## config.mk

```make
export PLATFORM = sky130hd
export DESIGN_NAME = timecode_frame_offset_adder_unit
export DESIGN_NICKNAME = d
export VERILOG_FILES = /design/src/tcfo_pkg.sv /design/src/tcfo_front.sv /design/src/timecode_frame_offset_adder_unit.sv
export SDC_FILE = /design/constraint.sdc
export NUM_CORES = 2
export LEC_CHECK = 0
export CAP_MARGIN = 25
export CORE_MARGIN = 1
export CORE_UTILIZATION = 61
export CTS_CLUSTER_SIZE = 16
export DETAILED_ROUTE_END_ITERATION = 10
export DONT_BUFFER_PORTS = 1
export PLACE_DENSITY = 0.79
export SLEW_MARGIN = 20
export SYNTH_ARGS = -nofsm -noshare
export SYNTH_HDL_FRONTEND = slang
export SYNTH_SLANG_ARGS = --single-unit
```

## constraint.sdc

```tcl
create_clock -name clk -period 15.65 [get_ports clk]
set_input_delay 0.7825 -clock clk [delete_from_list [all_inputs] [get_ports clk]]
set_output_delay 0.7825 -clock clk [all_outputs]
set_load 0.02 [all_outputs]
```

## src/tcfo_pkg.sv

```systemverilog
// Package for the timecode frame offset adder: rate constants, pipeline layout and helpers.
package tcfo_pkg;

  localparam logic [1:0] CFG_FPS  = 2'd0;
  localparam logic [1:0] CFG_DROP = 2'd1;

  localparam logic [5:0] FPS_RESET = 6'd30;
  localparam logic [5:0] FPS_MAX   = 6'd60;

  localparam int unsigned FE_N      = 4;
  localparam int unsigned BE_MOD0   = 0;
  localparam int unsigned BE_FIX    = 8;
  localparam int unsigned BE_HR0    = 9;
  localparam int unsigned BE_TEN0   = 14;
  localparam int unsigned BE_DCSUB  = 17;
  localparam int unsigned BE_UNIT0  = 18;
  localparam int unsigned BE_DCADD  = 22;
  localparam int unsigned BE_SEC0   = 23;
  localparam int unsigned BE_N      = 29;
  localparam int unsigned LATENCY   = FE_N + BE_N;

  typedef struct packed {
    logic [5:0]  fps;
    logic [2:0]  dc;
    logic [11:0] fpm;
    logic [15:0] fp10;
    logic [17:0] fph;
    logic [22:0] day;
  } rate_t;

  typedef struct packed {
    logic [23:0] mag;
    logic        neg;
  } fe_t;

  typedef struct packed {
    logic [23:0] r;
    logic        neg;
    logic [4:0]  qh;
    logic [2:0]  qt;
    logic [3:0]  qu;
    logic [5:0]  om;
    logic [5:0]  qs;
    logic        lo;
    logic [22:0] sum;
  } be_t;

  function automatic rate_t rate_of(logic [5:0] fps_raw, logic drop);
    rate_t       rt;
    logic [5:0]  f;
    logic [2:0]  d;
    logic [11:0] f12;
    f = fps_raw;
    if (f == 6'd0) begin
      f = 6'd1;
    end else if (f > FPS_MAX) begin
      f = FPS_MAX;
    end
    if (!drop) begin
      d = 3'd0;
    end else if (f >= 6'd60) begin
      d = 3'd4;
    end else if (f >= 6'd45) begin
      d = 3'd3;
    end else if (f >= 6'd30) begin
      d = 3'd2;
    end else if (f >= 6'd15) begin
      d = 3'd1;
    end else begin
      d = 3'd0;
    end
    f12     = {6'd0, f};
    rt.fps  = f;
    rt.dc   = d;
    rt.fpm  = (f12 << 6) - (f12 << 2) - {9'd0, d};
    rt.fp10 = ({4'd0, rt.fpm} << 3) + ({4'd0, rt.fpm} << 1) + {13'd0, d};
    rt.fph  = ({2'd0, rt.fp10} << 2) + ({2'd0, rt.fp10} << 1);
    rt.day  = ({5'd0, rt.fph} << 4) + ({5'd0, rt.fph} << 3);
    return rt;
  endfunction

  // Remainder of a 6-bit frame label by the frame rate, one restoring step per bit.
  function automatic logic [5:0] frame_mod(logic [5:0] f, logic [5:0] fps);
    logic [11:0] r;
    logic [11:0] ds;
    r = {6'd0, f};
    for (int i = 5; i >= 0; i--) begin
      ds = {6'd0, fps} << i;
      if (r >= ds) begin
        r = r - ds;
      end
    end
    return r[5:0];
  endfunction

  // Returns {quotient bit, remainder} of one restoring step against d shifted by sh.
  function automatic logic [24:0] div_step(logic [23:0] r, logic [22:0] d, int unsigned sh);
    logic [30:0] ds;
    logic [30:0] rr;
    logic [24:0] res;
    ds = {8'd0, d} << sh;
    rr = {7'd0, r};
    if (rr >= ds) begin
      res = {1'b1, 24'(rr - ds)};
    end else begin
      res = {1'b0, r};
    end
    return res;
  endfunction

  // Splits minutes into {tens, units}.
  function automatic logic [6:0] min_split(logic [5:0] m);
    logic [2:0] t;
    logic [5:0] u;
    if (m >= 6'd50) begin
      t = 3'd5;
    end else if (m >= 6'd40) begin
      t = 3'd4;
    end else if (m >= 6'd30) begin
      t = 3'd3;
    end else if (m >= 6'd20) begin
      t = 3'd2;
    end else if (m >= 6'd10) begin
      t = 3'd1;
    end else begin
      t = 3'd0;
    end
    u = m - (({3'd0, t} << 3) + ({3'd0, t} << 1));
    return {t, u[3:0]};
  endfunction

endpackage

```

## src/tcfo_front.sv

```systemverilog
// Front end: normalises the timecode, converts it to a frame count and adds the offset.
module tcfo_front (
  input  logic                 clk,
  input  logic                 rst_n,
  input  logic                 vld_in,
  input  logic [4:0]           hours,
  input  logic [5:0]           minutes,
  input  logic [5:0]           seconds,
  input  logic [5:0]           frames,
  input  logic signed [23:0]   offset,
  input  tcfo_pkg::rate_t      rate,
  input  logic                 drop,
  output logic                 vld_out,
  output tcfo_pkg::fe_t        fe
);

  logic                v1_r, v2_r, v3_r, v4_r;
  logic [4:0]          h1_r, h2_r;
  logic [5:0]          m1_r;
  logic [6:0]          s1_r;
  logic [5:0]          f1_r, f2_r, f3_r;
  logic signed [23:0]  off1_r, off2_r, off3_r;
  logic [3:0]          mu2_r;
  logic [2:0]          mt2_r;
  logic [5:0]          s2_r;
  logic [22:0]         ph3_r;
  logic [15:0]         pu3_r;
  logic [18:0]         pt3_r;
  logic [11:0]         ps3_r;
  tcfo_pkg::fe_t       fe4_r;

  logic                fc;
  logic [5:0]          f1_nxt;
  logic [5:0]          s2_nxt, f2_nxt;
  logic [6:0]          mm;
  logic [5:0]          m2;
  logic [5:0]          hh;
  logic [4:0]          h2_nxt;
  logic [6:0]          msp;
  logic [23:0]         tot;
  logic signed [25:0]  v;
  logic [25:0]         av;
  tcfo_pkg::fe_t       fe4_nxt;

  always_comb begin
    fc     = (frames >= rate.fps);
    f1_nxt = fc ? tcfo_pkg::frame_mod(frames, rate.fps) : frames;
  end

  always_comb begin
    logic mc, hc;
    mc = (s1_r > 7'd59);
    s2_nxt = mc ? 6'(s1_r - 7'd60) : s1_r[5:0];
    mm = {1'b0, m1_r} + {6'd0, mc};
    hc = (mm > 7'd59);
    m2 = hc ? 6'(mm - 7'd60) : mm[5:0];
    hh = {1'b0, h1_r} + {5'd0, hc};
    h2_nxt = (hh > 6'd23) ? 5'(hh - 6'd24) : hh[4:0];
    msp = tcfo_pkg::min_split(m2);
    f2_nxt = (drop && f1_r == 6'd0 && s2_nxt == 6'd0 && msp[3:0] != 4'd0) ? 6'd2 : f1_r;
  end

  always_comb begin
    tot = {1'b0, ph3_r} + {8'd0, pu3_r} + {5'd0, pt3_r} + {12'd0, ps3_r} + {18'd0, f3_r};
    v   = $signed({2'b00, tot}) + 26'(off3_r);
    av  = v[25] ? 26'(-v) : 26'(v);
    fe4_nxt.mag = av[23:0];
    fe4_nxt.neg = v[25];
  end

  always_ff @(posedge clk) begin
    if (!rst_n) begin
      v1_r <= 1'b0;
      v2_r <= 1'b0;
      v3_r <= 1'b0;
      v4_r <= 1'b0;
    end else begin
      v1_r <= vld_in;
      v2_r <= v1_r;
      v3_r <= v2_r;
      v4_r <= v3_r;
    end
  end

  always_ff @(posedge clk) begin
    h1_r   <= hours;
    m1_r   <= minutes;
    s1_r   <= {1'b0, seconds} + {6'd0, fc};
    f1_r   <= f1_nxt;
    off1_r <= offset;
    h2_r   <= h2_nxt;
    mt2_r  <= msp[6:4];
    mu2_r  <= msp[3:0];
    s2_r   <= s2_nxt;
    f2_r   <= f2_nxt;
    off2_r <= off1_r;
    ph3_r  <= 23'({18'd0, h2_r} * {5'd0, rate.fph});
    pu3_r  <= 16'({12'd0, mu2_r} * {4'd0, rate.fpm});
    pt3_r  <= 19'({16'd0, mt2_r} * {3'd0, rate.fp10});
    ps3_r  <= 12'({6'd0, s2_r} * {6'd0, rate.fps});
    f3_r   <= f2_r;
    off3_r <= off2_r;
    fe4_r  <= fe4_nxt;
  end

  assign vld_out = v4_r;
  assign fe      = fe4_r;

endmodule

```

## src/timecode_frame_offset_adder_unit.sv

```systemverilog
// Top level of the timecode frame offset adder: configuration, pipelined back conversion.
//
//  Channel  Ports                                          Transfer when
//  input    start, busy, in_hours..in_offset_frames        start high, busy low
//  result   out_valid, out_hours..out_total_frames         out_valid high
//  config   cfg_we, cfg_index, cfg_wdata                   cfg_we high
//
// One item enters every cycle; busy is always low. Each item passes four front-end stages,
// then 29 back-end stages: restoring division steps, one quotient bit per step, against
// the registered day, hour, ten-minute, minute and second lengths, a sign fix-up and the
// drop-frame subtract and add. Reset acts only on the valid bits and config. No stall.
module timecode_frame_offset_adder_unit (
  input  logic               clk,
  input  logic               rst_n,
  input  logic               start,
  output logic               busy,
  input  logic [4:0]         in_hours,
  input  logic [5:0]         in_minutes,
  input  logic [5:0]         in_seconds,
  input  logic [5:0]         in_frames,
  input  logic signed [23:0] in_offset_frames,
  output logic               out_valid,
  output logic [4:0]         out_hours,
  output logic [5:0]         out_minutes,
  output logic [5:0]         out_seconds,
  output logic [5:0]         out_frames,
  output logic [22:0]        out_total_frames,
  input  logic               cfg_we,
  input  logic [1:0]         cfg_index,
  input  logic [5:0]         cfg_wdata
);

  logic [5:0]       fps_r, fps_nxt;
  logic             drop_r, drop_nxt;
  tcfo_pkg::rate_t  rate_r;
  logic             fe_vld;
  tcfo_pkg::fe_t    fe;
  tcfo_pkg::be_t    be_r [tcfo_pkg::BE_N];
  logic             vld_r [tcfo_pkg::BE_N];

  always_comb begin
    fps_nxt  = fps_r;
    drop_nxt = drop_r;
    if (cfg_we) begin
      case (cfg_index)
        tcfo_pkg::CFG_FPS:  fps_nxt  = cfg_wdata;
        tcfo_pkg::CFG_DROP: drop_nxt = cfg_wdata[0];
        default: ;
      endcase
    end
  end

  always_ff @(posedge clk) begin
    if (!rst_n) begin
      fps_r  <= tcfo_pkg::FPS_RESET;
      drop_r <= 1'b0;
      rate_r <= tcfo_pkg::rate_of(tcfo_pkg::FPS_RESET, 1'b0);
    end else begin
      fps_r  <= fps_nxt;
      drop_r <= drop_nxt;
      rate_r <= tcfo_pkg::rate_of(fps_nxt, drop_nxt);
    end
  end

  assign busy = 1'b0;

  tcfo_front u_front (
    .clk     (clk),
    .rst_n   (rst_n),
    .vld_in  (start && !busy),
    .hours   (in_hours),
    .minutes (in_minutes),
    .seconds (in_seconds),
    .frames  (in_frames),
    .offset  (in_offset_frames),
    .rate    (rate_r),
    .drop    (drop_r),
    .vld_out (fe_vld),
    .fe      (fe)
  );

  for (genvar j = 0; j < tcfo_pkg::BE_N; j++) begin : g_be
    tcfo_pkg::be_t src;
    tcfo_pkg::be_t be_nxt;
    logic          v_src;

    if (j == 0) begin : g_first
      always_comb begin
        src     = '0;
        src.r   = fe.mag;
        src.neg = fe.neg;
        v_src   = fe_vld;
      end
    end else begin : g_next
      assign src   = be_r[j-1];
      assign v_src = vld_r[j-1];
    end

    always_comb begin
      logic [24:0] t;
      t      = '0;
      be_nxt = src;
      if (j < tcfo_pkg::BE_FIX) begin
        t = tcfo_pkg::div_step(src.r, rate_r.day, tcfo_pkg::BE_FIX - 1 - j);
        be_nxt.r = t[23:0];
      end else if (j == tcfo_pkg::BE_FIX) begin
        if (src.neg && src.r != 24'd0) begin
          be_nxt.r = {1'b0, rate_r.day} - src.r;
        end
        be_nxt.sum = be_nxt.r[22:0];
      end else if (j < tcfo_pkg::BE_TEN0) begin
        t = tcfo_pkg::div_step(src.r, {5'd0, rate_r.fph}, tcfo_pkg::BE_TEN0 - 1 - j);
        be_nxt.r = t[23:0];
        be_nxt.qh[tcfo_pkg::BE_TEN0 - 1 - j] = t[24];
      end else if (j < tcfo_pkg::BE_DCSUB) begin
        t = tcfo_pkg::div_step(src.r, {7'd0, rate_r.fp10}, tcfo_pkg::BE_DCSUB - 1 - j);
        be_nxt.r = t[23:0];
        be_nxt.qt[tcfo_pkg::BE_DCSUB - 1 - j] = t[24];
      end else if (j == tcfo_pkg::BE_DCSUB) begin
        be_nxt.lo = (src.r < {21'd0, rate_r.dc});
        if (!be_nxt.lo) begin
          be_nxt.r = src.r - {21'd0, rate_r.dc};
        end
      end else if (j < tcfo_pkg::BE_DCADD) begin
        t = tcfo_pkg::div_step(src.r, {11'd0, rate_r.fpm}, tcfo_pkg::BE_DCADD - 1 - j);
        be_nxt.r = t[23:0];
        be_nxt.qu[tcfo_pkg::BE_DCADD - 1 - j] = t[24];
      end else if (j == tcfo_pkg::BE_DCADD) begin
        if (!src.lo) begin
          be_nxt.r = src.r + {21'd0, rate_r.dc};
        end
        be_nxt.om = (({3'd0, src.qt} << 3) + ({3'd0, src.qt} << 1)) + {2'd0, src.qu};
      end else begin
        t = tcfo_pkg::div_step(src.r, {17'd0, rate_r.fps}, tcfo_pkg::BE_N - 1 - j);
        be_nxt.r = t[23:0];
        be_nxt.qs[tcfo_pkg::BE_N - 1 - j] = t[24];
      end
    end

    always_ff @(posedge clk) begin
      if (!rst_n) begin
        vld_r[j] <= 1'b0;
      end else begin
        vld_r[j] <= v_src;
      end
    end

    always_ff @(posedge clk) begin
      be_r[j] <= be_nxt;
    end
  end

  assign out_valid        = vld_r[tcfo_pkg::BE_N-1];
  assign out_hours        = be_r[tcfo_pkg::BE_N-1].qh;
  assign out_minutes      = be_r[tcfo_pkg::BE_N-1].om;
  assign out_seconds      = be_r[tcfo_pkg::BE_N-1].qs;
  assign out_frames       = be_r[tcfo_pkg::BE_N-1].r[5:0];
  assign out_total_frames = be_r[tcfo_pkg::BE_N-1].sum;

  a_latency: assert property (@(posedge clk) disable iff (!rst_n)
    (start && !busy) |-> ##(tcfo_pkg::LATENCY) out_valid)
    else $error("accepted item did not produce a result on time");

  a_fields: assert property (@(posedge clk) disable iff (!rst_n)
    out_valid |-> (out_hours <= 5'd23 && out_minutes <= 6'd59 && out_seconds <= 6'd59))
    else $error("result timecode out of range");

  a_day: assert property (@(posedge clk) disable iff (!rst_n)
    out_valid |-> (out_total_frames < rate_r.day))
    else $error("frame count not below the day length");

  a_frames: assert property (@(posedge clk) disable iff (!rst_n)
    out_valid |-> (out_frames < rate_r.fps))
    else $error("frame label not below the frame rate");

endmodule

```

==> metrics <==
Seq. cell area 33000 µm²; Initial DRT Pass Iterations 6; max_cap viols 0; largest net degree at the start of global routing 89; slowest stage delay, CP 0.59 ns; critical path buffer and inverter count 3; total negative slack 0 ns; FFs w/ async S/R, synth 0%; CTS H-Tree Depth 4; Detailed Route WL 153000 µm; top cell type's share of synthesized area 45.5%; number of buffers created by CTS 162; R2R Setup Slk 2.82 ns; # diodes 0; YS warnings 0; fill count 8728; period utilization 82.0%; WP data arrival 13.48 ns; GR met2 Demand/Resource 44.9%; Die H 347 µm; GR Overflow Total 0; routability cong. 0.899; Setup crit end kind flip-flop; RSZ-0062 raised after global routing no; Nets 8186; status complete, no violations; syn_area_per_cell 10.0 µm²; final core area utilization 68.1%; row count 126; most common library cell in the layout ignoring fill and taps dfxtp_1; Multi-input gate area 37300 µm²; share of cells above drive strength 1 6.89%; Clock Path Buffers 3; # clock sinks 1646; Final Hold Fails 0; first-pass GRT wire length 251000 µm; Post-synth EDFFs 0; DRT iter0 DRCs 3131; placed insts 8654; # IOs 107; Post-Syn Instances 7213; HPWL after DPL 112000 µm; Routed Antenna Nets 0; most frequent cells in the layout 1645 x dfxtp_1, 649 x ha_1, 558 x nand2_1; Fmax 77.9 MHz; placed cell areas 74200 µm²; Routed wire per std cell 17.0 µm; Critical Path Slowest Stage Cell or4b_2; most used cell, CP o21ai_0; Crit path depth 49; met1 usage 31.4%; worst hold path type in2reg; Port Buffers 0; post-cts resize count 0; WS Path Type reg2reg; TritonCTS clock tree done; FF-to-FF path depth 49; delay-heaviest family, CP compound AO/OA/AOI/OAI gates; vias in the first global route 50400; Finished Cell Area 80300 µm²; GR Util met3 3.67%; Slew HR 42.5%; P&R area growth vs syn 10.9%; skew final 0.0488 ns; flops & latches, synth 1646; Synth Cell Area 72500 µm²; core area 118000 µm²; min Tclk post-route 12.83 ns; Post-synth top flop dfxtp_1; busiest grt layer met2; synth top area cells dfxtp_1 45%, ha_1 11%, fa_1 4.6%, xnor2_1 4.3%, xor2_1 3.1%; chip width 347 µm; Setup Buffers After CTS 0; Seq/Total Area, Yosys 45.5%; drt drc 0; Setup-failing EPs final 0; initial antenna violation count 1; total global-route track usage 25.4%; syn_nets 8089; Initial Utilization 61.4%; Startpoint Class flip-flop; Critical Path RT 16.30 ns; root buffer cell clkbuf_16; worst-margin pin slew 0.839 ns; Worst Hold Depth 0; Slew Viols, Final 0; die area 120000 µm²; total vias in the final route 50300; Cell variety after synth 94; largest area contributor in the netlist dfxtp_1; CP max FO 18; clock transition at the registers of the reported paths 0.06 ns; clk_lat worst skew 0.79 ns; Non-Filler Instances 8982; drt via density 5.60
[worst paths after layout]
kind                        startpoint                   endpoint
max              rate_r[72]$_SDFF_PN0_    u_front.f1_r[4]$_DFF_P_
min                in_offset_frames[3]  u_front.off1_r[3]$_DFF_P_
max reg2reg      rate_r[72]$_SDFF_PN0_    u_front.f1_r[4]$_DFF_P_
min reg2reg  u_front.off1_r[1]$_DFF_P_  u_front.off2_r[1]$_DFF_P_
[per-layer routing]
layer	vias up	wire length, µm
met5	-	0
met4	0	5070
met3	333	6570
met2	1126	75400
met1	23900	66100
li1	25000	-
[worst reg2reg max path, delay by kind of cell, from the launching register on]
| kind | cells | cell delay (ns) |
|---|---|---|
| compound gates | 22 | 5.46 |
| simple gates | 16 | 3.89 |
| fa+ha+maj | 6 | 1.89 |
| mux | 2 | 0.78 |
| buf+inv | 3 | 0.41 |
| flops | 1 | 0.30 |
[cell usage after synthesis (22+ instances only)]
| cell | n |
|---|---|
| dfxtp_1 | 1646 |
| ha_1 | 649 |
| nand2_1 | 558 |
| inv_1 | 489 |
| nor2_1 | 483 |
| a21oi_1 | 376 |
| xnor2_1 | 356 |
| o21ai_0 | 349 |
| xor2_1 | 259 |
| fa_1 | 168 |
| and2_1 | 154 |
| a21o_1 | 149 |
| nor3_1 | 143 |
| mux2_2 | 129 |
| clkbuf_1 | 107 |
| nor2b_1 | 101 |
| nand3_1 | 97 |
| nand2b_1 | 92 |
| a21boi_0 | 76 |
| nor4_1 | 64 |
| nand4_1 | 63 |
| or3_1 | 59 |
| o21a_1 | 57 |
| o31ai_1 | 49 |
| o21bai_1 | 42 |
| and3_1 | 41 |
| a31oi_1 | 40 |
| mux2i_1 | 37 |
| or4_1 | 34 |
| a211oi_1 | 33 |
| or2_2 | 33 |
| o211ai_1 | 22 |
[stage by stage]
| stage | worst slack, ns | hold WS (ns) |
|---|---|---|
| final | 2.82 | 0.0634 |
| after global routing | 1.83 | 0.0312 |
| after CTS | 2.81 | 0.0204 |
| after detailed placement | 2.53 | 0.312 |
| after global placement | 2.60 | 0.310 |
| after floorplan | 4.34 | 0.310 |
[cell families after synthesis]
| logic type | after synthesis | share of synthesized area (%) |
|---|---|---|
| AOI/OAI and AO/OA | 1341 | 11.7 |
| xor gates and xnor gates | 615 | 7.43 |
| adders and majority gates | 817 | 15.8 |
| buffers and inverters | 611 | 3.18 |
| DFF | 1646 | 45.5 |
| muxes | 167 | 2.55 |
| other | 1 | 0.00518 |
| and+or+nand+nor | 2015 | 13.8 |
[area by class of cell]
cell class	instances	share of cell area (%)
sequential	1646	41.0
clock buffer	220	5.74
inverter	491	2.29
multi-input combinational	4956	46.4
clock inverter	80	1.54
timing repair buffer	53	0.620
tap	1536	2.39
[sequential cells by signal, indices dropped and copies added (netlist names), 7 cells and up]
name / flops
be_r: 1318
u_front.fe: 25
u_front.s1_r: 7
u_front.pt3_r: 19
u_front.off2_r: 24
rate_r: 68
u_front.off3_r: 24
vld_r: 29
u_front.off1_r: 24
u_front.ps3_r: 12
u_front.ph3_r: 22
u_front.pu3_r: 16
[repair_timing]
item	4_1_cts	5_1_grt
setup endpoints to repair	0	0
endpoints found under the hold margin	26	0
hold buffers	26	0
Power is not shown: default switching activity piles up to over one toggle a cycle in this logic, so the estimate is an artifact.
